File: src/rtl/core/wpg_pkg.sv
package wpg_pkg;

  localparam int OFFSET_WIDTH      = 32;
  localparam int SUM_WIDTH         = (OFFSET_WIDTH + 2 > 33) ? OFFSET_WIDTH + 2 : 33;
  localparam int FILE_LENGTH_WIDTH = 31;
  localparam int GAIN_WIDTH        = 17;
  localparam int CFG_INDEX_WIDTH   = 1;

  localparam logic [CFG_INDEX_WIDTH-1:0] REG_FILE_LENGTH = 1'd0;
  localparam logic [CFG_INDEX_WIDTH-1:0] REG_GAIN        = 1'd1;

  localparam logic [GAIN_WIDTH-1:0] GAIN_RESET = 17'd20972;
  localparam logic [GAIN_WIDTH-1:0] GAIN_UNITY = 17'd65536;

  localparam int QUEUE_DEPTH  = 4;
  localparam int QPTR_WIDTH   = $clog2(QUEUE_DEPTH);
  localparam int QCOUNT_WIDTH = $clog2(QUEUE_DEPTH + 1);

  typedef struct packed {
    logic        pair;
    logic [15:0] sample;
  } cmd_t;

endpackage

File: src/rtl/core/wpg_front.sv
module wpg_front
  import wpg_pkg::*;
(
  input  logic                         clk,
  input  logic                         rst,
  input  logic                         in_valid,
  output logic                         in_ready,
  input  logic [7:0]                   in_byte,
  input  logic                         in_sof,
  input  logic [FILE_LENGTH_WIDTH-1:0] file_length,
  output logic                         push,
  output cmd_t                         push_cmd,
  input  logic                         q_full
);

  typedef enum logic [4:0] {
    PH_HEAD = 5'b00001,
    PH_SCAN = 5'b00010,
    PH_CHDR = 5'b00100,
    PH_DATA = 5'b01000,
    PH_PASS = 5'b10000
  } phase_t;

  typedef struct packed {
    logic [OFFSET_WIDTH-1:0] pos;
    phase_t                  phase;
    logic [31:0]             tag;
    logic [23:0]             clen;
    logic [2:0]              hidx;
    logic [OFFSET_WIDTH:0]   next_hdr;
    logic                    fmt_seen;
    logic [4:0]              fmt_idx;
    logic [15:0]             fmt_code;
    logic [15:0]             bits;
    logic [OFFSET_WIDTH-1:0] data_end;
    logic [7:0]              held;
    logic                    held_valid;
    logic                    hdr_ok;
  } state_t;

  localparam logic [31:0] TAG_RIFF = 32'h52494646;
  localparam logic [31:0] TAG_WAVE = 32'h57415645;
  localparam logic [31:0] TAG_FMT  = 32'h666D7420;
  localparam logic [31:0] TAG_DATA = 32'h64617461;

  localparam logic [4:0]  FMT_IDX_SAT    = 5'd16;
  localparam logic [4:0]  FMT_IDX_READY  = 5'd15;
  localparam logic [15:0] FMT_PCM        = 16'd1;
  localparam logic [15:0] FMT_BITS16     = 16'd16;
  localparam logic [2:0]  HIDX_LAST      = 3'd7;

  localparam logic [OFFSET_WIDTH-1:0] POS_MAX   = '1;
  localparam logic [SUM_WIDTH-1:0]    POS_MAX_W =
    {{(SUM_WIDTH-OFFSET_WIDTH){1'b0}}, POS_MAX};
  localparam logic [SUM_WIDTH-1:0]    MIN_LEN   = SUM_WIDTH'(44);

  localparam state_t ST_RESET = '{
    pos:        '0,
    phase:      PH_HEAD,
    tag:        '0,
    clen:       '0,
    hidx:       '0,
    next_hdr:   (OFFSET_WIDTH+1)'(12),
    fmt_seen:   1'b0,
    fmt_idx:    '0,
    fmt_code:   '0,
    bits:       '0,
    data_end:   '0,
    held:       '0,
    held_valid: 1'b0,
    hdr_ok:     1'b0
  };

  state_t st;
  state_t st_cur;
  state_t st_next;

  logic                 accept;
  logic                 emit_none;
  logic                 emit_pair;
  logic [SUM_WIDTH-1:0] pos_w;
  logic [SUM_WIDTH-1:0] len_w;
  logic [SUM_WIDTH-1:0] fl_w;
  logic [SUM_WIDTH-1:0] chunk_end;
  logic [31:0]          tag_in;
  logic [31:0]          size;
  logic [15:0]          code_n;
  logic [15:0]          bits_n;

  assign in_ready = !q_full;
  assign accept   = in_valid && in_ready;

  assign st_cur    = in_sof ? ST_RESET : st;
  assign pos_w     = {{(SUM_WIDTH-OFFSET_WIDTH){1'b0}}, st_cur.pos};
  assign fl_w      = {{(SUM_WIDTH-FILE_LENGTH_WIDTH){1'b0}}, file_length};
  assign len_w     = (fl_w > POS_MAX_W) ? POS_MAX_W : fl_w;
  assign tag_in    = {st_cur.tag[23:0], in_byte};
  assign size      = {in_byte, st_cur.clen};
  assign chunk_end = pos_w + SUM_WIDTH'(1) + {{(SUM_WIDTH-32){1'b0}}, size};

  always_comb begin
    st_next   = st_cur;
    emit_none = 1'b0;
    emit_pair = 1'b0;
    code_n    = st_cur.fmt_code;
    bits_n    = st_cur.bits;

    // capture format fields as they stream by
    if (st_cur.fmt_seen) begin
      unique case (st_cur.fmt_idx)
        5'd0:    code_n[7:0]  = in_byte;
        5'd1:    code_n[15:8] = in_byte;
        5'd14:   bits_n[7:0]  = in_byte;
        5'd15:   bits_n[15:8] = in_byte;
        default: begin
        end
      endcase
      if (st_cur.fmt_idx != FMT_IDX_SAT) begin
        st_next.fmt_idx = st_cur.fmt_idx + 5'd1;
      end
    end
    st_next.fmt_code = code_n;
    st_next.bits     = bits_n;

    unique case (st_cur.phase)
      PH_HEAD: begin
        if (st_cur.pos == '0 && len_w < MIN_LEN) begin
          st_next.phase = PH_PASS;
        end else begin
          st_next.tag = tag_in;
          if (st_cur.pos == OFFSET_WIDTH'(3)) begin
            st_next.hdr_ok = (tag_in == TAG_RIFF);
            if (tag_in != TAG_RIFF) st_next.phase = PH_PASS;
          end else if (st_cur.pos >= OFFSET_WIDTH'(11)) begin
            if (tag_in == TAG_WAVE && st_cur.hdr_ok) begin
              st_next.phase = PH_SCAN;
            end else begin
              st_next.hdr_ok = 1'b0;
              st_next.phase  = PH_PASS;
            end
          end
        end
      end
      PH_SCAN: begin
        if (pos_w == {{(SUM_WIDTH-OFFSET_WIDTH-1){1'b0}}, st_cur.next_hdr}) begin
          if (pos_w + SUM_WIDTH'(8) > len_w) begin
            st_next.phase = PH_PASS;
          end else begin
            st_next.tag   = {24'd0, in_byte};
            st_next.clen  = '0;
            st_next.hidx  = 3'd1;
            st_next.phase = PH_CHDR;
          end
        end
      end
      PH_CHDR: begin
        st_next.hidx = st_cur.hidx + 3'd1;
        if (!st_cur.hidx[2]) begin
          st_next.tag = tag_in;
        end else begin
          unique case (st_cur.hidx[1:0])
            2'd0:    st_next.clen[7:0]   = in_byte;
            2'd1:    st_next.clen[15:8]  = in_byte;
            2'd2:    st_next.clen[23:16] = in_byte;
            default: st_next.clen        = st_cur.clen;
          endcase
        end
        if (st_cur.hidx == HIDX_LAST) begin
          if (chunk_end > len_w) begin
            st_next.phase = PH_PASS;
          end else if (st_cur.tag == TAG_DATA) begin
            st_next.data_end   = chunk_end[OFFSET_WIDTH-1:0];
            st_next.held_valid = 1'b0;
            if (st_cur.fmt_seen && st_cur.fmt_idx >= FMT_IDX_READY &&
                code_n == FMT_PCM && bits_n == FMT_BITS16) begin
              st_next.phase = PH_DATA;
            end else begin
              st_next.phase = PH_PASS;
            end
          end else begin
            if (st_cur.tag == TAG_FMT) begin
              st_next.fmt_seen = 1'b1;
              st_next.fmt_idx  = '0;
            end
            st_next.next_hdr = chunk_end[OFFSET_WIDTH:0] + (OFFSET_WIDTH+1)'(size[0]);
            st_next.phase    = PH_SCAN;
          end
        end
      end
      PH_DATA: begin
        if (st_cur.held_valid) begin
          emit_pair          = 1'b1;
          st_next.held_valid = 1'b0;
        end else if (pos_w >= {{(SUM_WIDTH-OFFSET_WIDTH){1'b0}}, st_cur.data_end}) begin
          st_next.phase = PH_PASS;
        end else if (pos_w + SUM_WIDTH'(1) <
                     {{(SUM_WIDTH-OFFSET_WIDTH){1'b0}}, st_cur.data_end}) begin
          st_next.held       = in_byte;
          st_next.held_valid = 1'b1;
          emit_none          = 1'b1;
        end
      end
      PH_PASS: begin
        st_next.phase = PH_PASS;
      end
      default: begin
        st_next.phase = PH_PASS;
      end
    endcase

    // saturate position and stop parsing there
    if (st_cur.pos != POS_MAX) begin
      st_next.pos = st_cur.pos + OFFSET_WIDTH'(1);
    end else begin
      st_next.phase      = PH_PASS;
      st_next.held_valid = 1'b0;
    end
  end

  assign push     = accept && !emit_none;
  assign push_cmd = '{pair:   emit_pair,
                      sample: emit_pair ? {in_byte, st_cur.held} : {8'h00, in_byte}};

  always_ff @(posedge clk) begin
    if (rst) begin
      st <= ST_RESET;
    end else if (accept) begin
      st <= st_next;
    end
  end

  a_held_in_data: assert property (@(posedge clk) disable iff (rst)
    st.held_valid |-> st.phase == PH_DATA)
    else $error("held sample byte outside data phase");

  a_data_needs_fmt: assert property (@(posedge clk) disable iff (rst)
    st.phase == PH_DATA |-> st.hdr_ok && st.fmt_seen)
    else $error("data phase without header or format");

endmodule

File: src/rtl/core/wpg_queue.sv
module wpg_queue
  import wpg_pkg::*;
(
  input  logic clk,
  input  logic rst,
  input  logic push,
  input  cmd_t push_cmd,
  output logic full,
  input  logic pop,
  output logic avail,
  output cmd_t head
);

  cmd_t                    mem [QUEUE_DEPTH];
  logic [QPTR_WIDTH-1:0]   wr_ptr;
  logic [QPTR_WIDTH-1:0]   rd_ptr;
  logic [QCOUNT_WIDTH-1:0] count;
  logic [QCOUNT_WIDTH-1:0] count_next;

  assign full  = (count == QCOUNT_WIDTH'(QUEUE_DEPTH));
  assign avail = (count != '0);
  assign head  = mem[rd_ptr];

  always_comb begin
    count_next = count;
    if (push && !pop)      count_next = count + QCOUNT_WIDTH'(1);
    else if (pop && !push) count_next = count - QCOUNT_WIDTH'(1);
  end

  always_ff @(posedge clk) begin
    if (push) mem[wr_ptr] <= push_cmd;
  end

  always_ff @(posedge clk) begin
    if (rst) begin
      wr_ptr <= '0;
      rd_ptr <= '0;
      count  <= '0;
    end else begin
      if (push) wr_ptr <= wr_ptr + QPTR_WIDTH'(1);
      if (pop)  rd_ptr <= rd_ptr + QPTR_WIDTH'(1);
      count <= count_next;
    end
  end

  a_no_overflow: assert property (@(posedge clk) disable iff (rst)
    push |-> !full || pop)
    else $error("queue overflow");

  a_no_underflow: assert property (@(posedge clk) disable iff (rst)
    pop |-> avail)
    else $error("queue underflow");

endmodule

File: src/rtl/core/wpg_back.sv
module wpg_back
  import wpg_pkg::*;
(
  input  logic                  clk,
  input  logic                  rst,
  input  logic [GAIN_WIDTH-1:0] gain,
  input  logic                  q_avail,
  input  cmd_t                  q_head,
  output logic                  q_pop,
  output logic                  out_valid,
  input  logic                  out_ready,
  output logic [7:0]            out_byte,
  output logic                  out_last
);

  localparam logic [16:0] R_NEG_MAX = 17'd32768;
  localparam logic [16:0] R_POS_MAX = 17'd32767;
  localparam logic [32:0] ROUND_BIAS = 33'd32768;

  logic                  m_valid;
  logic                  m_pair;
  logic                  m_neg;
  logic [32:0]           m_prod;
  logic [7:0]            m_byte;
  logic                  m_ready;
  logic                  load;

  logic [GAIN_WIDTH-1:0] g;
  logic [15:0]           mag;
  logic [32:0]           prod;
  logic [32:0]           rnd;
  logic [16:0]           r;
  logic [16:0]           r_clip;
  logic [15:0]           res;

  logic                  ovalid;
  logic                  olast;
  logic [7:0]            obyte;
  logic                  pend;
  logic [7:0]            obyte_hi;

  assign g    = (gain > GAIN_UNITY) ? GAIN_UNITY : gain;
  assign mag  = q_head.sample[15] ? (~q_head.sample + 16'd1) : q_head.sample;
  assign prod = mag * g;

  assign rnd = m_prod + ROUND_BIAS;
  assign r   = rnd[32:16];

  always_comb begin
    if (m_neg) begin
      r_clip = (r > R_NEG_MAX) ? R_NEG_MAX : r;
      res    = ~r_clip[15:0] + 16'd1;
    end else begin
      r_clip = (r > R_POS_MAX) ? R_POS_MAX : r;
      res    = r_clip[15:0];
    end
  end

  assign load    = m_valid && (!ovalid || (out_ready && !pend));
  assign m_ready = !m_valid || load;
  assign q_pop   = q_avail && m_ready;

  assign out_valid = ovalid;
  assign out_byte  = obyte;
  assign out_last  = olast;

  always_ff @(posedge clk) begin
    if (q_pop) begin
      m_pair <= q_head.pair;
      m_neg  <= q_head.sample[15];
      m_prod <= prod;
      m_byte <= q_head.sample[7:0];
    end
    if (load) begin
      if (m_pair) begin
        obyte    <= res[7:0];
        olast    <= 1'b0;
        obyte_hi <= res[15:8];
      end else begin
        obyte <= m_byte;
        olast <= 1'b1;
      end
    end else if (ovalid && out_ready && pend) begin
      obyte <= obyte_hi;
      olast <= 1'b1;
    end
  end

  always_ff @(posedge clk) begin
    if (rst) begin
      m_valid <= 1'b0;
      ovalid  <= 1'b0;
      pend    <= 1'b0;
    end else begin
      if (m_ready) m_valid <= q_pop;
      if (load) begin
        ovalid <= 1'b1;
        pend   <= m_pair;
      end else if (ovalid && out_ready) begin
        if (pend) pend   <= 1'b0;
        else      ovalid <= 1'b0;
      end
    end
  end

  a_pend_valid: assert property (@(posedge clk) disable iff (rst)
    pend |-> ovalid)
    else $error("high byte pending without a low byte on the output");

  a_pair_split: assert property (@(posedge clk) disable iff (rst)
    load && m_pair |=> ovalid && pend && !olast)
    else $error("scaled sample not split into two bytes");

endmodule

File: src/rtl/core/wav_pcm16_gain_stream.sv
// Streams a WAV file byte by byte and passes it through, scaling the samples of a 16-bit PCM
// data chunk by the Q16 gain register (65536 is unity, larger values act as unity) with
// rounding and saturation. The parser checks the RIFF/WAVE header against file_length, walks
// the chunk headers and enables scaling only at a data chunk that fits and follows a complete
// PCM16 fmt chunk; anything else passes unchanged. A byte with tuser set restarts parsing. One
// byte is accepted per cycle unless the queue is full, and one byte leaves per cycle unless
// m_tready is low; the low byte of a sample produces nothing and its high byte produces both
// scaled bytes, the high one after the low one has been taken. Each byte to be sent on is written
// into a four-entry queue, from which it is loaded into the multiply stage and then the output
// register. Input stalls only while the queue is full. Write file_length and gain only while
// the block is idle.
module wav_pcm16_gain_stream
  import wpg_pkg::*;
(
  input  logic                         clk,
  input  logic                         rst,
  input  logic                         s_tvalid,
  output logic                         s_tready,
  input  logic [7:0]                   s_tdata,   // data_byte
  input  logic                         s_tuser,   // start_of_file
  output logic                         m_tvalid,
  input  logic                         m_tready,
  output logic [7:0]                   m_tdata,   // out_byte
  output logic                         m_tlast,   // last_of_run
  input  logic                         cfg_we,
  input  logic [CFG_INDEX_WIDTH-1:0]   cfg_index,
  input  logic [FILE_LENGTH_WIDTH-1:0] cfg_wdata
);

  logic [FILE_LENGTH_WIDTH-1:0] file_length;
  logic [GAIN_WIDTH-1:0]        gain;

  logic push;
  cmd_t push_cmd;
  logic q_full;
  logic q_pop;
  logic q_avail;
  cmd_t q_head;

  always_ff @(posedge clk) begin
    if (rst) begin
      file_length <= '0;
      gain        <= GAIN_RESET;
    end else if (cfg_we) begin
      unique case (cfg_index)
        REG_FILE_LENGTH: file_length <= cfg_wdata;
        REG_GAIN:        gain        <= cfg_wdata[GAIN_WIDTH-1:0];
      endcase
    end
  end

  wpg_front u_front (
    .clk         (clk),
    .rst         (rst),
    .in_valid    (s_tvalid),
    .in_ready    (s_tready),
    .in_byte     (s_tdata),
    .in_sof      (s_tuser),
    .file_length (file_length),
    .push        (push),
    .push_cmd    (push_cmd),
    .q_full      (q_full)
  );

  wpg_queue u_queue (
    .clk      (clk),
    .rst      (rst),
    .push     (push),
    .push_cmd (push_cmd),
    .full     (q_full),
    .pop      (q_pop),
    .avail    (q_avail),
    .head     (q_head)
  );

  wpg_back u_back (
    .clk       (clk),
    .rst       (rst),
    .gain      (gain),
    .q_avail   (q_avail),
    .q_head    (q_head),
    .q_pop     (q_pop),
    .out_valid (m_tvalid),
    .out_ready (m_tready),
    .out_byte  (m_tdata),
    .out_last  (m_tlast)
  );

endmodule

File: config.mk
export PLATFORM = sky130hd
export DESIGN_NAME = wav_pcm16_gain_stream
export DESIGN_NICKNAME = d
export VERILOG_FILES = /design/src/rtl/core/wpg_pkg.sv /design/src/rtl/core/wpg_front.sv /design/src/rtl/core/wpg_queue.sv /design/src/rtl/core/wpg_back.sv /design/src/rtl/core/wav_pcm16_gain_stream.sv
export SDC_FILE = /design/constraint.sdc
export NUM_CORES = 2
export LEC_CHECK = 0
export ABC_AREA = 1
export BUFFER_PORTS_ARGS = -buffer_cell sky130_fd_sc_hd__buf_2
export CORE_MARGIN = 1.5
export CORE_UTILIZATION = 41
export CTS_BUF_LIST = sky130_fd_sc_hd__clkbuf_4 sky130_fd_sc_hd__clkbuf_8
export CTS_CLUSTER_SIZE = 28
export DETAILED_ROUTE_END_ITERATION = 16
export SYNTH_ARGS = -nofsm -noshare
export SYNTH_HDL_FRONTEND = slang
export SYNTH_SLANG_ARGS = --single-unit
File: constraint.sdc
create_clock -name clk -period 13.9 [get_ports clk]
set_input_delay 0 -clock clk [delete_from_list [all_inputs] [get_ports clk]]
set_output_delay 0 -clock clk [all_outputs]
set_load 0.01 [all_outputs]
==> results <==
- The congestion estimate from routability-driven global placement came to 0.980.
- The synthesized area per cell is 6.74 sq um.
- After synthesis the netlist holds a flip-flop and latch count of 382.
- In this design, the stage delay of the slowest critical-path cell is 600 ps.
- The capture point of the critical path is u_back.m_prod[28].
- In the post-synthesis netlist, the biggest area contributors are dfxtp_1 (14%), nand2_1 (13%), fa_1 (11%), ha_1 (9.1%), inv_1 (9.0%).
- The worst-skew pair later-pin latency is 740 ps.
- The top-level I/O count is 57.
- The number of endpoints with negative hold slack in the final report is 0.
- The final clock period utilization by the worst path is 65.2%.
- The flow ran to the end, and the final reports show no timing, DRC or antenna violations.
- For the finished layout, the period the worst path requires is 9060 ps.
- Of all flip-flops after synthesis, the portion carrying an async set or reset was 0%.
- The final layout contains routed wiring with a total length of 142 mm.
- The cell that appears most often on the critical path is inv_1.
- The number of buffers created by CTS is 77.
- In this run the tightest slew margin relative to its limit is 19.7%.
- Setup total negative slack on the finished layout was measured at 0 ps.
- The first global-routing pass estimated 217 mm of wire.
- The endpoint identified for the worst register-to-register timing path is u_back.m_prod[28].
- The global-route total usage across every layer is 29.3%.
- Of the synthesized area, sequential elements account for 22.7%.
- After filler insertion, the fill cell instance count of the layout stands at 9,821.
- The cell area after placement is 0.0400 sq mm.
- The global routing met1 resource utilization is 37.8%.
- The floorplan step set the die height to 310 um.
- The number of DRC markers in iteration 0 is 3,554.
- The area of all placed cells without fillers is 0.0422 sq mm.
- For met3 alone, demand over resource in global routing was 4.37%.
- The detailed-route via count is 38,500.
- From synthesis to final layout, the design area changed by 8.89%.
- The critical path startpoint category is a register.
- STA classifies the critical path endpoint as a register.
- TritonCTS built the clock tree.
- The initial antenna violation count came to 3.
- The flop-to-flop setup slack is 4840 ps.
- The initial utilization of the core area, before any placement, comes to 41.4%.
- The final layout contains 6,306 nets.
- Entering global routing, the biggest net connects 94 pins.
- The number of warnings printed during yosys synthesis is 0.
- At the pin with the least slew margin, the transition time is 1190 ps.
- On the critical path, the stage with the largest delay is an instance of fa_1.
- The share of the synthesized area in the top cell type is 13.9%.
- In the routed layout, each cell is associated on average with a via count of 5.44.
- The max-slew violation total from the final report is 0.
- Setup repair after global routing left no endpoint under its margin.
- The tree is rooted in a clkbuf_8.
- The global routing stage identified its most utilized layer as met2.
- The worst reg2reg path depth is 40.
- Max-cap violations in this run came to 0.
- The critical path class is register to register.
- For this design, the sink count on the clock tree is 382.
- The cell accounting for the most synthesized area is dfxtp_1.
- The total core area is 0.0935 sq mm.
- The most used flip-flop cell after synthesis is dfxtp_1.
- The sequential cell area is 0.00878 sq mm.
- The post-CTS setup buffer count is 0.
- The die footprint is 0.0963 sq mm.
- The via count of the first global-routing pass came to 36,400.
- The net count after synthesis is 6,281.
- The width of the chip is 310 um.
- Data on the critical path is required at its endpoint by 14,340 ps.
- The remaining number of nets flagged by the antenna check after routing is 0.
- The CTS clock-pin slew for the worst setup and hold paths is 60 ps.
- Before antenna repair, the detailed router went through 8 iterations.
- The HPWL after detailed placement is 107 mm.
- The largest driver fanout on the critical path is 35.
- The residual overflow from global routing is 0.
- The worst hold path class is input pin to register.
- The proportion of layout cells with a drive suffix above 1 is 6.34%.
- For this run, the top clock speed supported by timing is 110 MHz.
- The tightest hold margin is 104 ps.
- The wire length per cell after detailed routing is 20.0 um.
- After floorplanning, the core was divided into 112 placement rows.
- Port buffering added 56 buffers.
- The synthesized netlist cell count is 5,743.
- Global routing used 49.2% of the available met2 tracks.
- The area of combinational cells with multiple inputs is 0.0253 sq mm.
- Setup violations remaining at the end of the flow were counted as 0.
- The clock tree synthesis step divided the H-tree into 3 levels.
- In this run, synthesis inferred 113 flip-flops with an integrated enable.
- In this run, distinct cell masters in the synthesized netlist total 70.
- In this run the deepest clock path goes through 3 buffers.
- Between clock sinks in the finished design, the worst skew comes to 62.6 ps.
- The post-route DRC violation count is 0.
- The arrival time reported for the critical path endpoint is 9500 ps.
- The post-synthesis cell area is 0.0387 sq mm.
==> registers in the layout (all words and copies together), names as in the netlist, 8 cells and up, named ones only <==
name             count
file_length         31
u_back.out_byte      8
u_back.m_prod       18
gain                17
u_back.m_byte        8
u_queue.mem         68
u_back.obyte_hi      8
u_front.st         209
==> what timing repair did <==
item,CTS,global route
hold buffers,55,0
resized for setup,0,0
hold endpoints to repair,137,0
==> worst max-delay path: cells and delay by family (launching register included) <==
family	cells	cell delay, ps
and+or+nand+nor	14	2230
adders and majority gates	8	3730
DFF	1	310
xor gates and xnor gates	1	140
buffers and inverters	12	1480
AOI/OAI and AO/OA	5	880
==> cell usage after synthesis, drive strengths merged, types with 13 or more instances <==
| master | number |
|---|---|
| edfxtp | 113 |
| clkinv | 20 |
| o21bai | 13 |
| a31oi | 41 |
| a41oi | 15 |
| a21oi | 390 |
| nor2 | 625 |
| dfxtp | 269 |
| inv | 954 |
| o21ai | 388 |
| o22ai | 25 |
| nand2 | 1379 |
| xor2 | 88 |
| a221oi | 14 |
| clkbuf | 142 |
| ha | 283 |
| nand4 | 97 |
| o211ai | 34 |
| nor4 | 44 |
| buf | 71 |
| nand3 | 330 |
| fa | 209 |
| nor3 | 80 |
==> area by class of cell <==
| cell class | instances | share of cell area (%) |
|---|---|---|
| multi-input cells | 4174 | 60.0 |
| inverters | 974 | 8.71 |
| repair buffers | 159 | 2.85 |
| clock inverters | 21 | 0.499 |
| well taps | 1254 | 3.72 |
| diodes | 2 | 0.0119 |
| flip-flops and latches | 382 | 20.8 |
| clock buffers | 113 | 3.35 |
==> through the flow <==
| stage | utilization, % | instances | setup slack (ps) |
|---|---|---|---|
| after floorplan | - | 5743 | 6580 |
| after global placement | 42.8 | 6888 | 4960 |
| after detailed placement | 42.8 | 6888 | 4870 |
| after CTS | 45.1 | 7077 | 4840 |
| after global routing | 45.1 | 7079 | 4000 |
| final | 45.1 | 7079 | 4840 |
==> worst min-delay path by stage <==
stage,start,endpoint,slack [ps],depth (start not counted)
5_1_grt,cfg_wdata[15],gain[15],120,4
3_3_place_gp,cfg_wdata[12],gain[12],240,3
6_report,cfg_wdata[30],file_length[30],100,4
3_5_place_dp,cfg_wdata[12],gain[12],230,3
2_1_floorplan,cfg_wdata[12],gain[12],110,2
4_1_cts,cfg_wdata[30],file_length[30],50,4
==> per-layer routing <==
layer  wire length, um  up-vias
met4              5940        2
met5                12        -
li1                  -    18600
met2             66200     1425
met3              9350      304
met1             60100    18100
==> kinds of logic (layout without fill, tap and decap cells) <==
family	count (synthesis)	count (layout)	share of synthesized area, %
AOI/OAI and AO/OA	995	995	14.3
xor gates and xnor gates	100	100	2.32
adders and majority gates	492	492	20.0
buffers and inverters	1187	1267	12.0
DFF	382	382	22.7
other	0	2	0
and+or+nand+nor	2587	2587	28.8
==> placed cells by master (no fill, tap or decap), types with 49 or more instances in the layout <==
cell and count:
dfxtp_1 269, xor2_1 85, o21ai_0 351, clkbuf_8 90
nand4_1 93, inv_1 932, a21oi_1 390, buf_2 54
dlygate4sd3_1 55, buf_4 49, fa_1 209, nand2_1 1349
nor3_1 71, nand3_1 323, ha_1 283, edfxtp_1 113
nor2_1 585
Power is not shown: default switching activity piles up to over one toggle a cycle in this logic, so the estimate is an artifact.
